File: config.mk
export PLATFORM = sky130hd
export DESIGN_NAME = mono_color_expansion_blit_core_flat
export DESIGN_NICKNAME = d
export VERILOG_FILES = /design/src/design/mceb_pkg.sv /design/src/design/mceb_ifs.sv /design/src/design/mono_color_expansion_blit_core.sv /design/src/design/mceb_front.sv /design/src/design/mceb_queue.sv /design/src/design/mceb_back.sv /design/src/flat_wrapper.sv
export SDC_FILE = /design/constraint.sdc
export NUM_CORES = 1
export LEC_CHECK = 0
export ABC_AREA = 1
export CORE_UTILIZATION = 30
export DETAILED_ROUTE_END_ITERATION = 10
export DONT_BUFFER_PORTS = 1
export HOLD_SLACK_MARGIN = 0.05
export PLACE_DENSITY = 0.48
export SETUP_SLACK_MARGIN = 0.02
export SYNTH_ARGS = -nofsm -noshare
export SYNTH_HDL_FRONTEND = slang
export SYNTH_HIERARCHICAL = 1
export SYNTH_SLANG_ARGS = --single-unit
File: constraint.sdc
create_clock -name clk -period 5.7 [get_ports clk]
set_input_delay 0 -clock clk [delete_from_list [all_inputs] [get_ports clk]]
set_output_delay 0 -clock clk [all_outputs]
set_load 0.03 [all_outputs]
File: src/design/mceb_pkg.sv
// ----------------------------------------------------------------------------
// mceb_pkg
// Shared types, constants and helpers for the colour expansion blit core.
// ----------------------------------------------------------------------------
package mceb_pkg;

  localparam bit BIG_ENDIAN_LAYOUT = 1'b0;

  localparam int COLOR_W   = 32;
  localparam int ADDR_W    = 32;
  localparam int BPP_W     = 3;
  localparam int STRIDE_W  = 16;
  localparam int POS_W     = 14;
  localparam int WIDTH_W   = 15;
  localparam int CFG_IDX_W = 4;
  localparam int CFG_DAT_W = 32;
  localparam int PRODX_W   = WIDTH_W + BPP_W;
  localparam int PRODY_W   = POS_W + STRIDE_W;

  localparam int QDEPTH  = 4;
  localparam int QPTR_W  = $clog2(QDEPTH);
  localparam int QCNT_W  = $clog2(QDEPTH + 1);

  localparam logic [WIDTH_W-1:0] MAX_WIDTH = WIDTH_W'(16384);
  localparam logic [BPP_W-1:0]   BPP_MAX   = BPP_W'(4);

  typedef enum logic [CFG_IDX_W-1:0] {
    REG_FG_COLOR   = 4'd0,
    REG_BG_COLOR   = 4'd1,
    REG_OPAQUE     = 4'd2,
    REG_BPP        = 4'd3,
    REG_STRIDE     = 4'd4,
    REG_DEST_X     = 4'd5,
    REG_DEST_Y     = 4'd6,
    REG_RECT_WIDTH = 4'd7
  } reg_idx_t;

  typedef struct packed {
    logic [COLOR_W-1:0]  fg_color;
    logic [COLOR_W-1:0]  bg_color;
    logic                opaque_mode;
    logic [BPP_W-1:0]    pixel_bytes;
    logic [STRIDE_W-1:0] line_stride;
    logic [POS_W-1:0]    dest_x;
    logic [POS_W-1:0]    dest_y;
    logic [WIDTH_W-1:0]  rect_width;
  } cfg_t;

  // one write waiting between front and back
  typedef struct packed {
    logic [COLOR_W-1:0] color;
    logic [WIDTH_W-1:0] col_off;
    logic [ADDR_W-1:0]  line_base;
  } entry_t;

  function automatic logic [BPP_W-1:0] eff_bpp(input logic [BPP_W-1:0] bpp);
    if (bpp >= BPP_W'(1) && bpp <= BPP_MAX) begin
      return bpp;
    end
    return BPP_MAX;
  endfunction

  function automatic logic [WIDTH_W-1:0] eff_width(input logic [WIDTH_W-1:0] w);
    if (w == '0) begin
      return WIDTH_W'(1);
    end
    if (w > MAX_WIDTH) begin
      return MAX_WIDTH;
    end
    return w;
  endfunction

  function automatic logic [COLOR_W-1:0] pack_pixel(input logic [COLOR_W-1:0] pix,
                                                    input logic [BPP_W-1:0]   bpp);
    logic [COLOR_W-1:0] res;
    case (bpp)
      3'd1: res = {24'h0, pix[7:0]};
      3'd2: res = {16'h0, pix[15:0]};
      3'd3: begin
        if (BIG_ENDIAN_LAYOUT) begin
          res = {8'h0, pix[7:0], pix[15:8], pix[23:16]};
        end else begin
          res = {8'h0, pix[23:0]};
        end
      end
      default: res = pix;
    endcase
    return res;
  endfunction

endpackage

File: src/design/mceb_ifs.sv
// ----------------------------------------------------------------------------
// mceb interfaces
// Pixel input, write output and configuration channels.
// ----------------------------------------------------------------------------
interface mceb_pix_if;
  logic valid;
  logic ready;
  logic source_bit;
  logic last_pixel;
  modport source (output valid, output source_bit, output last_pixel, input ready);
  modport sink   (input valid, input source_bit, input last_pixel, output ready);
endinterface

interface mceb_wr_if;
  logic        valid;
  logic        ready;
  logic [31:0] byte_address;
  logic [31:0] write_data;
  logic [2:0]  byte_count;
  modport source (output valid, output byte_address, output write_data,
                  output byte_count, input ready);
  modport sink   (input valid, input byte_address, input write_data,
                  input byte_count, output ready);
endinterface

interface mceb_cfg_if;
  logic        valid;
  logic        ready;
  logic [3:0]  index;
  logic [31:0] data;
  modport source (output valid, output index, output data, input ready);
  modport sink   (input valid, input index, input data, output ready);
endinterface

File: src/design/mono_color_expansion_blit_core.sv
// an accepted pixel item goes through the queue, back stage s1 and the output register
// throughput: one pixel item per cycle while the queue is not full; the 4-entry
// queue and two back stages absorb output stalls before the input stalls
// transparent clear bits advance the position and give no write item
// reset (rst, synchronous): position, queue and pipeline cleared, registers to defaults
// ----------------------------------------------------------------------------
// mono_color_expansion_blit_core
// Monochrome colour expansion blit: register file, front, queue and back.
// ----------------------------------------------------------------------------
module mono_color_expansion_blit_core
  import mceb_pkg::*;
(
  input  logic          clk,
  input  logic          rst,
  mceb_pix_if.sink      pix_in,
  mceb_wr_if.source     wr_out,
  mceb_cfg_if.sink      cfg
);

  cfg_t   regs;
  logic   q_push;
  entry_t q_entry;
  logic   q_full;
  logic   q_pop;
  logic   q_empty;
  entry_t q_head;

  assign cfg.ready = 1'b1;

  always_ff @(posedge clk) begin
    if (rst) begin
      regs.fg_color        <= '0;
      regs.bg_color        <= '0;
      regs.opaque_mode     <= 1'b0;
      regs.pixel_bytes     <= BPP_MAX;
      regs.line_stride     <= '0;
      regs.dest_x          <= '0;
      regs.dest_y          <= '0;
      regs.rect_width      <= WIDTH_W'(1);
    end else if (cfg.valid && cfg.ready) begin
      unique case (reg_idx_t'(cfg.index))
        REG_FG_COLOR:   regs.fg_color        <= cfg.data[COLOR_W-1:0];
        REG_BG_COLOR:   regs.bg_color        <= cfg.data[COLOR_W-1:0];
        REG_OPAQUE:     regs.opaque_mode     <= cfg.data[0];
        REG_BPP:        regs.pixel_bytes     <= cfg.data[BPP_W-1:0];
        REG_STRIDE:     regs.line_stride     <= cfg.data[STRIDE_W-1:0];
        REG_DEST_X:     regs.dest_x          <= cfg.data[POS_W-1:0];
        REG_DEST_Y:     regs.dest_y          <= cfg.data[POS_W-1:0];
        REG_RECT_WIDTH: regs.rect_width      <= cfg.data[WIDTH_W-1:0];
        default: ;
      endcase
    end
  end

  mceb_front u_front (
    .clk        (clk),
    .rst        (rst),
    .cfg        (regs),
    .in_valid   (pix_in.valid),
    .in_ready   (pix_in.ready),
    .source_bit (pix_in.source_bit),
    .last_pixel (pix_in.last_pixel),
    .q_full     (q_full),
    .q_push     (q_push),
    .q_entry    (q_entry)
  );

  mceb_queue u_queue (
    .clk        (clk),
    .rst        (rst),
    .push       (q_push),
    .push_entry (q_entry),
    .full       (q_full),
    .pop        (q_pop),
    .empty      (q_empty),
    .head       (q_head)
  );

  mceb_back u_back (
    .clk          (clk),
    .rst          (rst),
    .cfg          (regs),
    .q_empty      (q_empty),
    .q_head       (q_head),
    .q_pop        (q_pop),
    .out_valid    (wr_out.valid),
    .out_ready    (wr_out.ready),
    .byte_address (wr_out.byte_address),
    .write_data   (wr_out.write_data),
    .byte_count   (wr_out.byte_count)
  );

endmodule

File: src/design/mceb_front.sv
// ----------------------------------------------------------------------------
// mceb_front
// Accepts pixel items, tracks the raster position and queues the writes.
// ----------------------------------------------------------------------------
module mceb_front
  import mceb_pkg::*;
(
  input  logic   clk,
  input  logic   rst,
  input  cfg_t   cfg,
  input  logic   in_valid,
  output logic   in_ready,
  input  logic   source_bit,
  input  logic   last_pixel,
  input  logic   q_full,
  output logic   q_push,
  output entry_t q_entry
);

  logic [POS_W-1:0]   column_pos;
  logic [ADDR_W-1:0]  line_base_addr;
  logic               accept;
  logic [WIDTH_W-1:0] col_inc;

  assign in_ready = !q_full;
  assign accept   = in_valid && in_ready;
  assign col_inc  = {1'b0, column_pos} + WIDTH_W'(1);

  assign q_push            = accept && (source_bit || cfg.opaque_mode);
  assign q_entry.color     = source_bit ? cfg.fg_color : cfg.bg_color;
  assign q_entry.col_off   = {1'b0, cfg.dest_x} + {1'b0, column_pos};
  assign q_entry.line_base = line_base_addr;

  always_ff @(posedge clk) begin
    if (rst) begin
      column_pos     <= '0;
      line_base_addr <= '0;
    end else if (accept) begin
      if (last_pixel) begin
        column_pos     <= '0;
        line_base_addr <= '0;
      end else if (col_inc >= eff_width(cfg.rect_width)) begin
        column_pos     <= '0;
        line_base_addr <= line_base_addr + {{(ADDR_W-STRIDE_W){1'b0}}, cfg.line_stride};
      end else begin
        column_pos <= col_inc[POS_W-1:0];
      end
    end
  end

endmodule

File: src/design/mceb_queue.sv
// ----------------------------------------------------------------------------
// mceb_queue
// Short register queue between front and back.
// ----------------------------------------------------------------------------
module mceb_queue
  import mceb_pkg::*;
(
  input  logic   clk,
  input  logic   rst,
  input  logic   push,
  input  entry_t push_entry,
  output logic   full,
  input  logic   pop,
  output logic   empty,
  output entry_t head
);

  entry_t              mem [QDEPTH];
  logic [QPTR_W-1:0]   wr_ptr;
  logic [QPTR_W-1:0]   rd_ptr;
  logic [QCNT_W-1:0]   count;
  logic                do_push;
  logic                do_pop;

  assign full    = (count == QCNT_W'(QDEPTH));
  assign empty   = (count == '0);
  assign head    = mem[rd_ptr];
  assign do_push = push && !full;
  assign do_pop  = pop && !empty;

  always_ff @(posedge clk) begin
    if (do_push) begin
      mem[wr_ptr] <= push_entry;
    end
  end

  always_ff @(posedge clk) begin
    if (rst) begin
      wr_ptr <= '0;
      rd_ptr <= '0;
      count  <= '0;
    end else begin
      if (do_push) begin
        wr_ptr <= wr_ptr + QPTR_W'(1);
      end
      if (do_pop) begin
        rd_ptr <= rd_ptr + QPTR_W'(1);
      end
      if (do_push && !do_pop) begin
        count <= count + QCNT_W'(1);
      end else if (do_pop && !do_push) begin
        count <= count - QCNT_W'(1);
      end
    end
  end

endmodule

File: src/design/mceb_back.sv
// ----------------------------------------------------------------------------
// mceb_back
// Two-stage write builder: products and packing, then address sum.
// ----------------------------------------------------------------------------
module mceb_back
  import mceb_pkg::*;
(
  input  logic               clk,
  input  logic               rst,
  input  cfg_t               cfg,
  input  logic               q_empty,
  input  entry_t             q_head,
  output logic               q_pop,
  output logic               out_valid,
  input  logic               out_ready,
  output logic [ADDR_W-1:0]  byte_address,
  output logic [COLOR_W-1:0] write_data,
  output logic [BPP_W-1:0]   byte_count
);

  logic               s1_valid;
  logic [PRODX_W-1:0] s1_prod_x;
  logic [PRODY_W-1:0] s1_prod_y;
  logic [ADDR_W-1:0]  s1_base;
  logic [COLOR_W-1:0] s1_data;
  logic [BPP_W-1:0]   s1_bpp;
  logic               o_free;
  logic               s1_ready;
  logic [BPP_W-1:0]   bpp;

  assign bpp      = eff_bpp(cfg.pixel_bytes);
  assign o_free   = !out_valid || out_ready;
  assign s1_ready = !s1_valid || o_free;
  assign q_pop    = !q_empty && s1_ready;

  always_ff @(posedge clk) begin
    if (rst) begin
      s1_valid  <= 1'b0;
      out_valid <= 1'b0;
    end else begin
      if (s1_ready) begin
        s1_valid <= !q_empty;
      end
      if (o_free) begin
        out_valid <= s1_valid;
      end
    end
  end

  always_ff @(posedge clk) begin
    if (q_pop) begin
      s1_prod_x <= PRODX_W'(q_head.col_off) * PRODX_W'(bpp);
      s1_prod_y <= PRODY_W'(cfg.dest_y) * PRODY_W'(cfg.line_stride);
      s1_base   <= q_head.line_base;
      s1_data   <= pack_pixel(q_head.color, bpp);
      s1_bpp    <= bpp;
    end
    if (o_free && s1_valid) begin
      byte_address <= {{(ADDR_W-PRODY_W){1'b0}}, s1_prod_y} + s1_base
                      + {{(ADDR_W-PRODX_W){1'b0}}, s1_prod_x};
      write_data   <= s1_data;
      byte_count   <= s1_bpp;
    end
  end

endmodule
File: src/flat_wrapper.sv
// flat-port wrapper written by rule: the top's interface ports become plain ports
module mono_color_expansion_blit_core_flat import mceb_pkg::*;
  (clk, rst, pix_in_valid, pix_in_source_bit, pix_in_last_pixel, pix_in_ready, wr_out_valid, wr_out_byte_address, wr_out_write_data, wr_out_byte_count, wr_out_ready, cfg_valid, cfg_index, cfg_data, cfg_ready);
  mceb_pix_if pix_in_i ();
  mceb_wr_if wr_out_i ();
  mceb_cfg_if cfg_i ();
  input  logic clk;
  input  logic rst;
  input wire logic [$bits(pix_in_i.valid)-1:0] pix_in_valid;
  input wire logic [$bits(pix_in_i.source_bit)-1:0] pix_in_source_bit;
  input wire logic [$bits(pix_in_i.last_pixel)-1:0] pix_in_last_pixel;
  output wire logic [$bits(pix_in_i.ready)-1:0] pix_in_ready;
  output wire logic [$bits(wr_out_i.valid)-1:0] wr_out_valid;
  output wire logic [$bits(wr_out_i.byte_address)-1:0] wr_out_byte_address;
  output wire logic [$bits(wr_out_i.write_data)-1:0] wr_out_write_data;
  output wire logic [$bits(wr_out_i.byte_count)-1:0] wr_out_byte_count;
  input wire logic [$bits(wr_out_i.ready)-1:0] wr_out_ready;
  input wire logic [$bits(cfg_i.valid)-1:0] cfg_valid;
  input wire logic [$bits(cfg_i.index)-1:0] cfg_index;
  input wire logic [$bits(cfg_i.data)-1:0] cfg_data;
  output wire logic [$bits(cfg_i.ready)-1:0] cfg_ready;
  assign pix_in_i.valid = pix_in_valid;
  assign pix_in_i.source_bit = pix_in_source_bit;
  assign pix_in_i.last_pixel = pix_in_last_pixel;
  assign pix_in_ready = pix_in_i.ready;
  assign wr_out_valid = wr_out_i.valid;
  assign wr_out_byte_address = wr_out_i.byte_address;
  assign wr_out_write_data = wr_out_i.write_data;
  assign wr_out_byte_count = wr_out_i.byte_count;
  assign wr_out_i.ready = wr_out_ready;
  assign cfg_i.valid = cfg_valid;
  assign cfg_i.index = cfg_index;
  assign cfg_i.data = cfg_data;
  assign cfg_ready = cfg_i.ready;
  mono_color_expansion_blit_core u_core (.clk(clk), .rst(rst), .pix_in(pix_in_i), .wr_out(wr_out_i), .cfg(cfg_i));
endmodule
Yosys cells after proc, flatten, opt, wreduce, memory -nomap -nowiden
Memories as Yosys holds them, arrays and structs flattened. A register that Yosys moved wholly into a read port is not among the register bits.
Cells that the tools add are included.
- logic and storage cells: 113
- input bits: 43
- memories: 1
- flip-flop bits (word level): 364
- bits in writable memories: 316
- output and inout bits: 70
- memories (name ; depth ; bits a word ; read ports ; clocked after Yosys merged registers in ; wr ports ; line ; source):
    u_core.u_queue.mem ; 4 ; 79 ; 1 ; 1 ; 1 ; mceb_queue.sv:18 ; entry_t mem [QDEPTH];
- eq/ne operators: 11
- $mul: 2
- muxes and demuxes: 31
- magnitude comparators: 4
- reduce and logical (&&, ||, !) cells: 32
- add/sub/neg operators: 9
- operators by type and width (kind ; number):
    15-bit 2-to-1 mux ; 7
    32-bit 2-to-1 mux ; 3
    32-bit one-hot mux with 3 select lines ; 1
    30-bit by 32-bit adder with 32-bit output ; 1
    32-bit by 16-bit adder with 32-bit output ; 1
    32-bit by 18-bit adder with 32-bit output ; 1
    14-bit by 16-bit multiplier with 30-bit output ; 1
    14-bit 2-to-1 mux ; 2
    15-bit by 3-bit multiplier with 18-bit output ; 1
    2-bit AND reduction ; 9
    4-bit by 3-bit equality test with 1-bit output (second input constant) ; 4
    14-bit by 1-bit adder with 15-bit output (second input constant) ; 1
    14-bit by 14-bit adder with 15-bit output ; 1
    15-bit >= comparator ; 1
    15-bit > comparator (second input constant) ; 1
    15-bit zero test ; 1
    1-bit 2-to-1 mux ; 12
    3-bit 2-to-1 mux ; 4
    1-bit logical AND ; 9
    4-bit by 2-bit equality test with 1-bit output (second input constant) ; 2
    3-bit by 2-bit equality test with 1-bit output (second input constant) ; 2
    1-bit zero test ; 6
    2-bit by 1-bit adder with 2-bit output (second input constant) ; 2
    4-bit by 1-bit equality test with 1-bit output (second input constant) ; 1
    other kinds (11) ; 15

Logic depth before layout (Yosys ltp)
Gate-level depths: netlist of run 1.
- depth after elaboration: 17
- mapped depth: 27
- mapped depth without buffers: 25

Modules after synthesis
The synthesis of run 1 kept the hierarchy.
- modules (own cells, without submodules) (module ; instances ; cells each ; area each (um^2) ; sequential area each (um^2)):
    mceb_back ; 1 ; 2141 ; 18001.0 ; 5505.3
    mceb_queue ; 1 ; 833 ; 12177.9 ; 9669.3
    mono_color_expansion_blit_core ; 1 ; 766 ; 5201.2 ; 2542.4
    mceb_front ; 1 ; 831 ; 4897.2 ; 920.9

Worst setup path after synthesis of run 1
No wires, ideal clock.
- kind: reg-to-reg
- start point: register u_core/regs[28] in the netlist's numbering
- end point: register u_core.u_back.s1_prod_y[18], data pin
- data arrival time: 5.194 ns
- data required time: 5.441 ns
- buffers on the path: 2
- stages on the path, launching flop included: 20
- setup slack: 0.247 ns
- clock period less this slack: 5.453 ns
- setup time: 0.259 ns
- cell sequence: dfxtp_1 -> clkbuf_1 -> clkbuf_1 -> nand2_1 -> fa_1 -> fa_1 -> inv_1 -> fa_1 -> fa_1 -> fa_1 -> inv_1 -> fa_1 -> inv_1 -> ha_1 -> nand2_2 -> inv_1 -> a21oi_1 -> or2_1 -> nand3_1 -> xor2_1
- longest elaborated chain between the ends: 1
- RTL lines (what ; line ; source):
    start, declared ; mono_color_expansion_blit_core.sv:20 ; cfg_t regs;
    14-bit by 16-bit multiplier with 30-bit output ; mceb_back.sv:53 ; s1_prod_y <= PRODY_W'(cfg.dest_y) * PRODY_W'(cfg.line_stride);
    end signal, assigned ; mceb_back.sv:53 ;
    end, declared ; mceb_back.sv:23 ; logic [PRODY_W-1:0] s1_prod_y;
No other way between the ends.
A chain may end at the register's enable or synchronous reset.

Worst setup path in the final report of run 1
- start point: register u_core/regs[25] in the netlist's numbering
- end point: register u_core.u_back.s1_prod_y[29], data pin
Same word-level chain as after synthesis.

==> run metrics, run 1 <==
clk slew on worst S/H paths=80 ps; post-synth net total=5019; largest family of logic cells by synthesized area=simple AND/OR/NAND/NOR gates; total number of vias=29353; Global Route met2 Usage=26.39%; crit path time final=about 5400 ps; Clock Tree Root=clkbuf_16; Initial Util=between 30% and 40%; largest net degree at the start of global routing=80; Iter 0 DRT Violations=~1800; Setup crit start kind=register; Hold Violations, Final=0; status=finished clean; global-route wire length before repair=167900 µm; Final period util=95.12%; CTS Buffer Depth=3; Final Skew=37.68 ps; IO Count=113; TritonCTS clock tree=yes; Worst EP arrival=a little under 6000 ps; remaining routing DRC violations=0; WS Path Type=reg2reg; Detailed Routing Iterations Pass 1=5; Synth Instances=4571; Routed WL per cell=16.41 µm; P_leak=0.02162 µW; RSZ-0062 raised after global routing=false; Post-synth EDFFs=498; gp weighted congestion=0.8626; Yosys cell types=52; antenna violations before repair=12; synthesized cell area=40280 µm²; commonest non-fill, non-tap cell in the layout=nand2_1; CP Max Fanout=8; HP Class=in2reg; Worst Tran Pin Value=between 1000 and 1500 ps; Synth Area in Compound Gates=5.660%; Power Density=426.2 nW/µm²; Num CTS Buffers=77; max_cap viols=0; simple-gate share of the synthesized area=20.93%; area grow syn2layout=14.61%; max-slew violations=0; Worst VDD drop=between 0.0002 and 0.0003 V; clk sink count=between 600 and 700; final net count=between 5000 and 6000; IO buf count=0; max_slew headroom=between 20% and 30%; post-layout util=~35%; most frequent cells in the layout=1228 x nand2_1, 728 x inv_1, 591 x nor2_1, 498 x edfxtp_1, 202 x ha_1; Yosys warnings=6; fraction of synthesized area in multiplexers=0%; setup_tns=0 ps; ys async rst share=0%; global routing usage on met1=21.75%; count of final setup violators=0; sequential share of the synthesized area=46.27%; number of vias per cell=4.508; Tot GR Track Use=15.95%; GRT met3 Usage=under 10%; post-DP HPWL=77330 µm; vias in the first global route=between 20000 and 30000; die height=368.4 µm; clk_lat worst skew=690 ps; Site Rows=134; required time worst endpoint=6150 ps; crit end category=register; Synth Area in XOR/XNOR=1.805%; prevailing post-synth register cell=edfxtp_1; synthesized flop and latch total=682; Routed Antenna Nets=0; Max Fclk=0.1844 GHz; drt total wl=106800 µm; Syn Area/Cell=8.812 µm²; adder-cell area share of the yosys netlist=around 16%; core area=133300 µm²; gr busiest metal=met2; DIE WIDTH=about 370 µm; Post-CTS Setup Bufs=0; die area=135700 µm²; share of cells above drive strength 1=6.266%; H-tree depth=3; Overflow after GRT=0
-- power by group --
group	total [µW]	switching [µW]	internal, µW
sequential	7650	919	6740
combinational	6770	4620	2150
clock	5250	2180	3070
-- routing by layer --
metal / up-vias / share of wire (%)
met1: 14048 / 48
met4: 4 / 2.2
met3: 139 / 3.5
li1: 14707 / -
met5: - / 0.029
met2: 455 / 46
-- per-stage QoR --
| stage | hold WS [ps] | cell area [µm²] | setup WS (ps) | power, µW | instances |
|---|---|---|---|---|---|
| 3_3_place_gp | 105.2 | 42370 | 124.7 | 14530 | 6264 |
| 2_1_floorplan | 69.07 | 40280 | 247.0 | 12580 | 4571 |
| 4_1_cts | 60.12 | 46120 | 102.9 | 19980 | 6508 |
| 6_report | 110.0 | 46160 | 278.4 | 19670 | 6511 |
| 5_1_grt | 121.1 | 46160 | 15.52 | 21120 | 6510 |
| 3_5_place_dp | 106.5 | 42370 | 124.4 | 14580 | 6264 |
-- final cells by class --
cell class	count	area [µm²]
Inverter	742	2798
Antenna cell	3	7.507
Clock inverter	40	564.3
Sequential cell	682	18650
Multi-Input combinational cell	2991	18100
Clock buffer	100	2115
Fill cell	13654	87130
Timing Repair Buffer	185	1717
Tap cell	1768	2212
-- cell families after synthesis --
family	after synthesis
AO/OA/AOI/OAI	412
XOR/XNOR	83
adder cells (fa/ha/maj)	405
buffers and inverters	898
flip-flops	682
other	1
AND/OR/NAND/NOR	2090
-- worst max-delay path, stage by stage (launching register included) --
cell     delay, ps
dfxtp_1        520
nand2_1        130
fa_1           480
fa_1           510
fa_1           520
inv_1           60
fa_1           500
fa_1           540
inv_1           50
fa_1           530
inv_1           40
ha_1           380
nand2_2        120
inv_1           60
a21oi_1        190
nand3_1        240
nand2_1        150
nand2_1         60
nand2_1         60
nand2_1         50
-- worst paths after layout --
path | depth (start not counted) | start | slack [ps] | endpoint
worst max-delay path | 19 | u_core/regs[25] | 280 | u_core/u_back/s1_prod_y[29]
worst min-delay path | 5 | cfg_index[1] | 110 | u_core/regs[102]
worst max register to register | 19 | u_core/regs[25] | 280 | u_core/u_back/s1_prod_y[29]
worst min register to register | 0 | u_core/u_back/s1_bpp[2] | 420 | u_core/u_back/byte_count[2]
-- flip-flops by register name, indices dropped and copies added (netlist names), named ones only --
name                           flops
u_core/u_queue/mem               316
u_core/u_queue/rd_ptr              2
u_core/u_back/byte_count           3
u_core/u_back/s1_prod_x           18
u_core/u_queue/count               3
u_core/u_back/s1_valid             1
u_core/u_back/s1_prod_y           30
u_core/u_back/s1_base             32
u_core/u_back/s1_data             32
u_core/regs                      127
u_core/u_queue/wr_ptr              2
u_core/u_front/column_pos         14
u_core/u_back/s1_bpp               3
u_core/u_back/byte_address        32
u_core/u_back/write_data          32
u_core/u_back/out_valid            1
u_core/u_front/line_base_addr     32
-- synthesized netlist by cell type (all sizes together) (4+ instances only) --
cell type	instances	area (µm²)
and2	5	31.28
buf	75	521.7
o21bai	12	90.09
or2	4	25.03
a31oi	4	25.02
nand3	136	743.2
nand2	1240	4687
o22ai	80	500.5
nor2	612	2365
nor3	26	150.2
ha	204	2552
xnor2	24	210.2
a21o	5	37.54
edfxtp	498	14950
clkinv	4	20.02
inv	738	2773
nand4	56	350.3
clkbuf	81	306.5
xor2	59	516.8
fa	201	4024
dfxtp	184	3684
a21oi	109	556.8
o21ai	197	1027
-- timing repair --
item	in CTS	in global routing
hold buffers	104	0
setup endpoints to repair	0	15
gates resized for setup	0	16
hold endpoints to repair	364	0
Note: power is estimated with default switching activity, not from simulation.
==> run 2: changes to the inputs <==
--- a/config.mk
+++ b/config.mk
@@ -6,6 +6,7 @@
 export NUM_CORES = 1
 export LEC_CHECK = 0
 export ABC_AREA = 1
+export CORE_MARGIN = 2
 export CORE_UTILIZATION = 30
 export DETAILED_ROUTE_END_ITERATION = 10
 export DONT_BUFFER_PORTS = 1
==> run metrics, run 2 (synthesized netlist as in run 1, its figures left out) <==
CTS Buffer Depth=3; largest net degree at the start of global routing=80; Tot GR Track Use=between 10% and 20%; CP max stage cell=fa_1; P_leak=around 0.021 µW; Biggest register=u_core/u_queue/mem; CP cell instances=buf_4 -> nand2_1 -> inv_1 -> fa_1 -> inv_1 -> fa_1 -> inv_1 -> fa_1 -> fa_1 -> fa_1 -> inv_1 -> fa_1 -> inv_1 -> ha_1 -> nand2_2 -> inv_1 -> a21oi_2 -> or2_1 -> nand3_1 -> xor2_1; Reg-to-Reg End=u_core/u_back/s1_prod_y[18]; Worst VDD drop=0.0002978 V; Overflow after GRT=0; Iter 0 DRT Violations=about 1900; Setup crit start kind=register; final net count=5101; Cell Count, Final, Fillers Out=6490; core area=133300 µm²; biggest registers after layout=u_core/u_queue/mem: 316 flops, u_core/regs: 127 flops; die area=137200 µm²; Num CTS Buffers=between 70 and 80; gp weighted congestion=approximately 0.87; Worst Tran Pin Value=1111 ps; crit path time final=~5400 ps; die height=370.4 µm; area grow syn2layout=13.79%; RSZ-0062 raised after global routing=true; Routed WL per cell=16.46 µm; clk_lat worst skew=~670 ps; clk slew on worst S/H paths=approximately 60 ps; count of final setup violators=0; worst r2r path cells=20; drt total wl=106800 µm; IO buf count=0; most frequent cells in the layout=1226 x nand2_1, 728 x inv_1, 591 x nor2_1, 498 x edfxtp_1, 202 x ha_1; vias in the first global route=approximately 30000; Max Fclk=0.1848 GHz; number of vias per cell=4.501; TritonCTS clock tree=yes; global-route wire length before repair=169000 µm; post-DP HPWL=77060 µm; Final Skew=24.63 ps; hold worst-path end=u_core/regs[103]; max-slew violations=0; antenna violations before repair=11; Detailed Routing Iterations Pass 1=6; WS Path Type=reg2reg; Initial Util=between 30 and 40%; Hold Violations, Final=0; reg2reg setup slack=between 200 and 300 ps; required time worst endpoint=6110 ps; max reg flops=316; IO Count=113; WP buf/inv=7; Worst EP arrival=5820 ps; Post-CTS Setup Bufs=0; Filler Cell Count=13804; status=finished clean; H-tree depth=3; Site Rows=134; Post-Place Cells=approximately 6300; Final period util=94.95%; max_cap viols=0; max_slew headroom=25.84%; Clock Tree Root=clkbuf_16; HP Class=in2reg; setup_tns=0 ps; Routed Antenna Nets=0; Power Density=around 420 nW/µm²; delay-heaviest family, CP=adder cells; Hold Path Depth=3; crit end category=register; clk sink count=682; remaining routing DRC violations=0; HP Start=cfg_data[8]; total number of vias=29214; DIE WIDTH=370.4 µm; CP max stage delay=about 560 ps; CP Max Fanout=5; share of cells above drive strength 1=6.103%; Reg2Reg Launch Point=u_core/regs[48]; commonest non-fill, non-tap cell in the layout=nand2_1
[run 2: cell count changes in the layout (fill, tap and decap cells not counted), moves of 3 or more]
cell / previous run / this run
dlygate4sd3_1: 101 / 77
clkinv_1: 5 / 8
clkinv_2: 16 / 8
bufinv_16: 9 / 5
clkinvlp_4: 1 / 4
buf_4: 78 / 74
clkbuf_1: 14 / 28
[run 2: metal layers]
layer	part of all wire, %	GRT usage, %	vias up
met5	0.059	0	-
met3	3.9	2.365	133
met1	47	21.39	13966
li1	-	-	14649
met2	46	26.23	458
met4	2.3	4.511	8
[run 2: final cells by class]
| cell class | instances | area, µm² | share of cell area (%) |
|---|---|---|---|
| flip-flops and latches | 682 | 18650 | 40.70 |
| multi-input cells | 2991 | 18120 | 39.54 |
| inverters | 742 | 2798 | 6.104 |
| well taps | 1768 | 2212 | 4.827 |
| clock buffers | 114 | 2167 | 4.728 |
| repair buffers | 158 | 1466 | 3.200 |
| clock inverters | 32 | 405.4 | 0.8845 |
| diodes | 3 | 7.507 | 0.01638 |
[run 2: metrics by stage]
step / area [µm²] / power [µW] / util [%] / hold slack (ps) / setup slack [ps]
2_1_floorplan: 40280 / 12580 / - / 69.07 / 247.0
3_3_place_gp: 42360 / 14520 / 31.78 / 120.0 / 170.6
3_5_place_dp: 42360 / 14550 / 31.78 / 119.6 / 147.3
4_1_cts: 45760 / 19730 / 34.33 / 50.58 / 125.4
5_1_grt: 45830 / 20980 / 34.38 / 98.52 / 19.40
6_report: 45830 / 19420 / 34.38 / 94.20 / 287.7
[run 2: how the worst max path moves through the flow]
stage               cells past startpoint  slack [ps]                     endpoint       startpoint
finish                                 20         290  u_core/u_back/s1_prod_y[18]  u_core/regs[48]
global route                           22          20  u_core/u_back/s1_prod_y[29]  u_core/regs[19]
CTS                                    21         130  u_core/u_back/s1_prod_y[20]  u_core/regs[49]
detailed placement                     21         150  u_core/u_back/s1_prod_y[20]  u_core/regs[49]
global placement                       19         170  u_core/u_back/s1_prod_y[24]  u_core/regs[51]
floorplan                              19         250  u_core/u_back/s1_prod_y[18]  u_core/regs[28]
[run 2: repair_timing]
action,4_1_cts,5_1_grt
hold endpoints to repair,354,0
hold buffers,80,0
gates resized for setup,0,23
setup endpoints to repair,0,17
[run 2: tightest hold or removal path, cell delays in order]
cell and delay [ps]:
dlygate4sd3_1 570, nor2_1 60, nor2_1 90
[run 2: report_power, final]
part | internal (µW) | leakage [µW] | total, µW | switching, µW
Sequential | 6740 | 0.00626 | 7650 | 915
Clock | 2900 | 0.00123 | 5020 | 2120
Combinational | 2150 | 0.0139 | 6740 | 4600
==> run 3: changes to the inputs <==
--- a/config.mk
+++ b/config.mk
@@ -5,7 +5,7 @@
 export SDC_FILE = /design/constraint.sdc
 export NUM_CORES = 1
 export LEC_CHECK = 0
-export ABC_AREA = 1
+export ABC_AREA = 0
 export CORE_MARGIN = 2
 export CORE_UTILIZATION = 30
 export DETAILED_ROUTE_END_ITERATION = 10
==> run metrics, run 3 <==
status=complete, but fails checks; failing checks=setup timing; CP max stage delay=560 ps; WP buf/inv=6; ys async rst share=0%; sequential share of the synthesized area=between 40% and 50%; max_cap viols=0; Syn Area/Cell=approximately 13 µm²; Initial Util=30.31%; crit path time final=5753 ps; global-route wire length before repair=145200 µm; remaining routing DRC violations=0; Worst EP arrival=6110 ps; CP dominant cell by count=fa_1; Hold Violations, Final=0; post-layout util=35.48%; Setup crit start kind=register; Yosys warnings=6; prevailing post-synth register cell=edfxtp_1; Max Fclk=0.1738 GHz; synthesized flop and latch total=~680; Iter 0 DRT Violations=1369; Overflow after GRT=0; DIE WIDTH=360.6 µm; Filler Cell Count=12374; RSZ-0062 raised after global routing=true; required time worst endpoint=6050 ps; max_slew headroom=28.68%; vias in the first global route=24159; biggest registers after layout=u_core/u_queue/mem: 316 flops, u_core/regs: 127 flops; max reg flops=316; drt total wl=93510 µm; Yosys cell types=100; TritonCTS clock tree=yes; CP Max Fanout=5; WS Path Type=reg2reg; die height=360.6 µm; main area contributors after synthesis=edfxtp_1 39%, fa_1 11%, dfxtp_1 9.7%; delay-heaviest family, CP=adder cells; core area=125900 µm²; max-slew violations=0; Final period util=100.9%; die area=130100 µm²; clk slew on worst S/H paths=60 ps; worst hold slack=16.25 ps; Tot GR Track Use=about 14%; IO buf count=0; final net count=3631; setup_tns=-86.83 ps; design area=44660 µm²; Area after DPL=40690 µm²; commonest non-fill, non-tap cell in the layout=edfxtp_1; Worst Tran Pin Value=1070 ps; clk sink count=682; Site Rows=130; CTS Buffer Depth=3; Worst VDD drop=between 0.0004 and 0.0005 V; share of cells above drive strength 1=16.29%; P_leak=between 0.015 and 0.02 µW; post-DP HPWL=65100 µm; post-synth net total=roughly 3500; Biggest register=u_core/u_queue/mem; crit end category=register; Routed Antenna Nets=0; Final Skew=56.61 ps; Detailed Routing Iterations Pass 1=5; area grow syn2layout=17.05%; H-tree depth=3; CP cell instances=and2_4 -> fa_1 -> inv_2 -> fa_1 -> inv_2 -> fa_1 -> inv_1 -> fa_1 -> inv_2 -> fa_1 -> inv_2 -> fa_1 -> inv_2 -> ha_4 -> a2111o_1 -> a21o_1 -> a31oi_4 -> and2_4 -> o41ai_4 -> xor2_1; CP max stage cell=fa_1; most common cell in the netlist=edfxtp_1; gp weighted congestion=just over 0.8; count of final setup violators=2; clk_lat worst skew=~670 ps; Post-synth EDFFs=498; Clock Tree Root=clkbuf_16; Power Density=383.3 nW/µm²; antenna violations before repair=5; number of vias per cell=about 4.7; HP Class=in2reg; Synth top area share=39.19%; largest net degree at the start of global routing=200; Routed WL per cell=19.08 µm; fin worst setup slack=-52.69 ps; IO Count=113; Synth Instances=3025; synthesized cell area=38160 µm²; total number of vias=between 20000 and 25000; post-synthesis cell type with the largest combined area=edfxtp_1; most frequent cells in the layout=498 x edfxtp_1, 238 x nand2_1, 229 x inv_1, 199 x fa_1, 189 x ha_1; Synth top cells by count=498 x edfxtp_1, 247 x inv_1, 242 x nand2_1; Num CTS Buffers=78
-- run 3: cell types whose count changed after synthesis, sizes merged, moves of 123 or more --
cell	change
nand2	-993
mux2i	+137
o21ai	-123
inv	-491
and2	+134
nand2b	+177
nor2	-530
-- run 3: report_power, final --
part | internal, µW | switching [µW]
sequential | 6530 | 810
combinational | 1850 | 2780
clock | 3040 | 2120
total | 11400 | 5700
-- run 3: worst reg2reg max path: stages (launching register included) --
cell and delay [ps]:
dfxtp_4 360, and2_4 160, fa_1 560, inv_2 50
fa_1 540, inv_2 40, fa_1 480, inv_1 50
fa_1 490, inv_2 40, fa_1 510, inv_2 40
fa_1 540, inv_2 50, ha_4 250, a2111o_1 360
a21o_1 230, a31oi_4 210, and2_4 230, o41ai_4 90
xor2_1 180
-- run 3: repair_timing --
item,in CTS,in global routing
hold buffers,67,0
pin swaps,41,51
endpoints found under the setup margin,15,18
buffers inserted,8,4
resized for setup,59,70
endpoints found under the hold margin,312,0
-- run 3: layout make-up --
type / instances / area [µm²] / area share [%]
antenna: 3 / 7.507 / 0.01681
clock buffer: 107 / 2176 / 4.872
clock inverter: 38 / 510.5 / 1.143
inverter: 248 / 930.9 / 2.084
multi-input combinational: 1968 / 18450 / 41.30
sequential: 682 / 18690 / 41.84
tap: 1650 / 2064 / 4.622
timing repair buffer: 205 / 1841 / 4.121
-- run 3: routing by layer --
metal / vias up / share of wire (%) / routed length, µm / global-route usage (%)
met4: 0 / 2.1 / 1958 / 3.790
li1: 11013 / - / - / -
met5: - / 0 / 0 / 0
met1: 11640 / 47 / 44270 / 19.60
met2: 339 / 47 / 44390 / 24.11
met3: 108 / 3.1 / 2884 / 2.001
-- run 3: through the flow --
step | setup WS, ps | total power [µW] | std cells
global placement | -221.0 | 12060 | 4675
CTS | -47.34 | 17430 | 4894
floorplan | 22.03 | 10840 | 3025
finish | -52.69 | 17120 | 4901
global route | -209.9 | 18160 | 4899
detailed placement | -247.8 | 12090 | 4675
-- run 3: worst paths after layout --
path,startpoint,to,slack (ps),cells after the start
setup reg to reg,u_core/regs[17],u_core/u_back/s1_prod_y[26],-50,20
setup / recovery,u_core/regs[17],u_core/u_back/s1_prod_y[26],-50,20
hold / removal,rst,u_core/regs[68],20,2
hold reg to reg,u_core/u_back/s1_data[19],u_core/u_back/write_data[19],410,0
-- run 3: cells by family after synthesis --
family | Yosys count | share of synthesized area [%]
AND/OR/NAND/NOR | 843 | 11.82
flip-flops | 682 | 48.85
adder cells (fa/ha/maj) | 405 | 17.24
buffers and inverters | 375 | 4.109
AO/OA/AOI/OAI | 370 | 6.450
multiplexers | 250 | 9.260
XOR/XNOR | 99 | 2.272
other | 1 | 0.009828
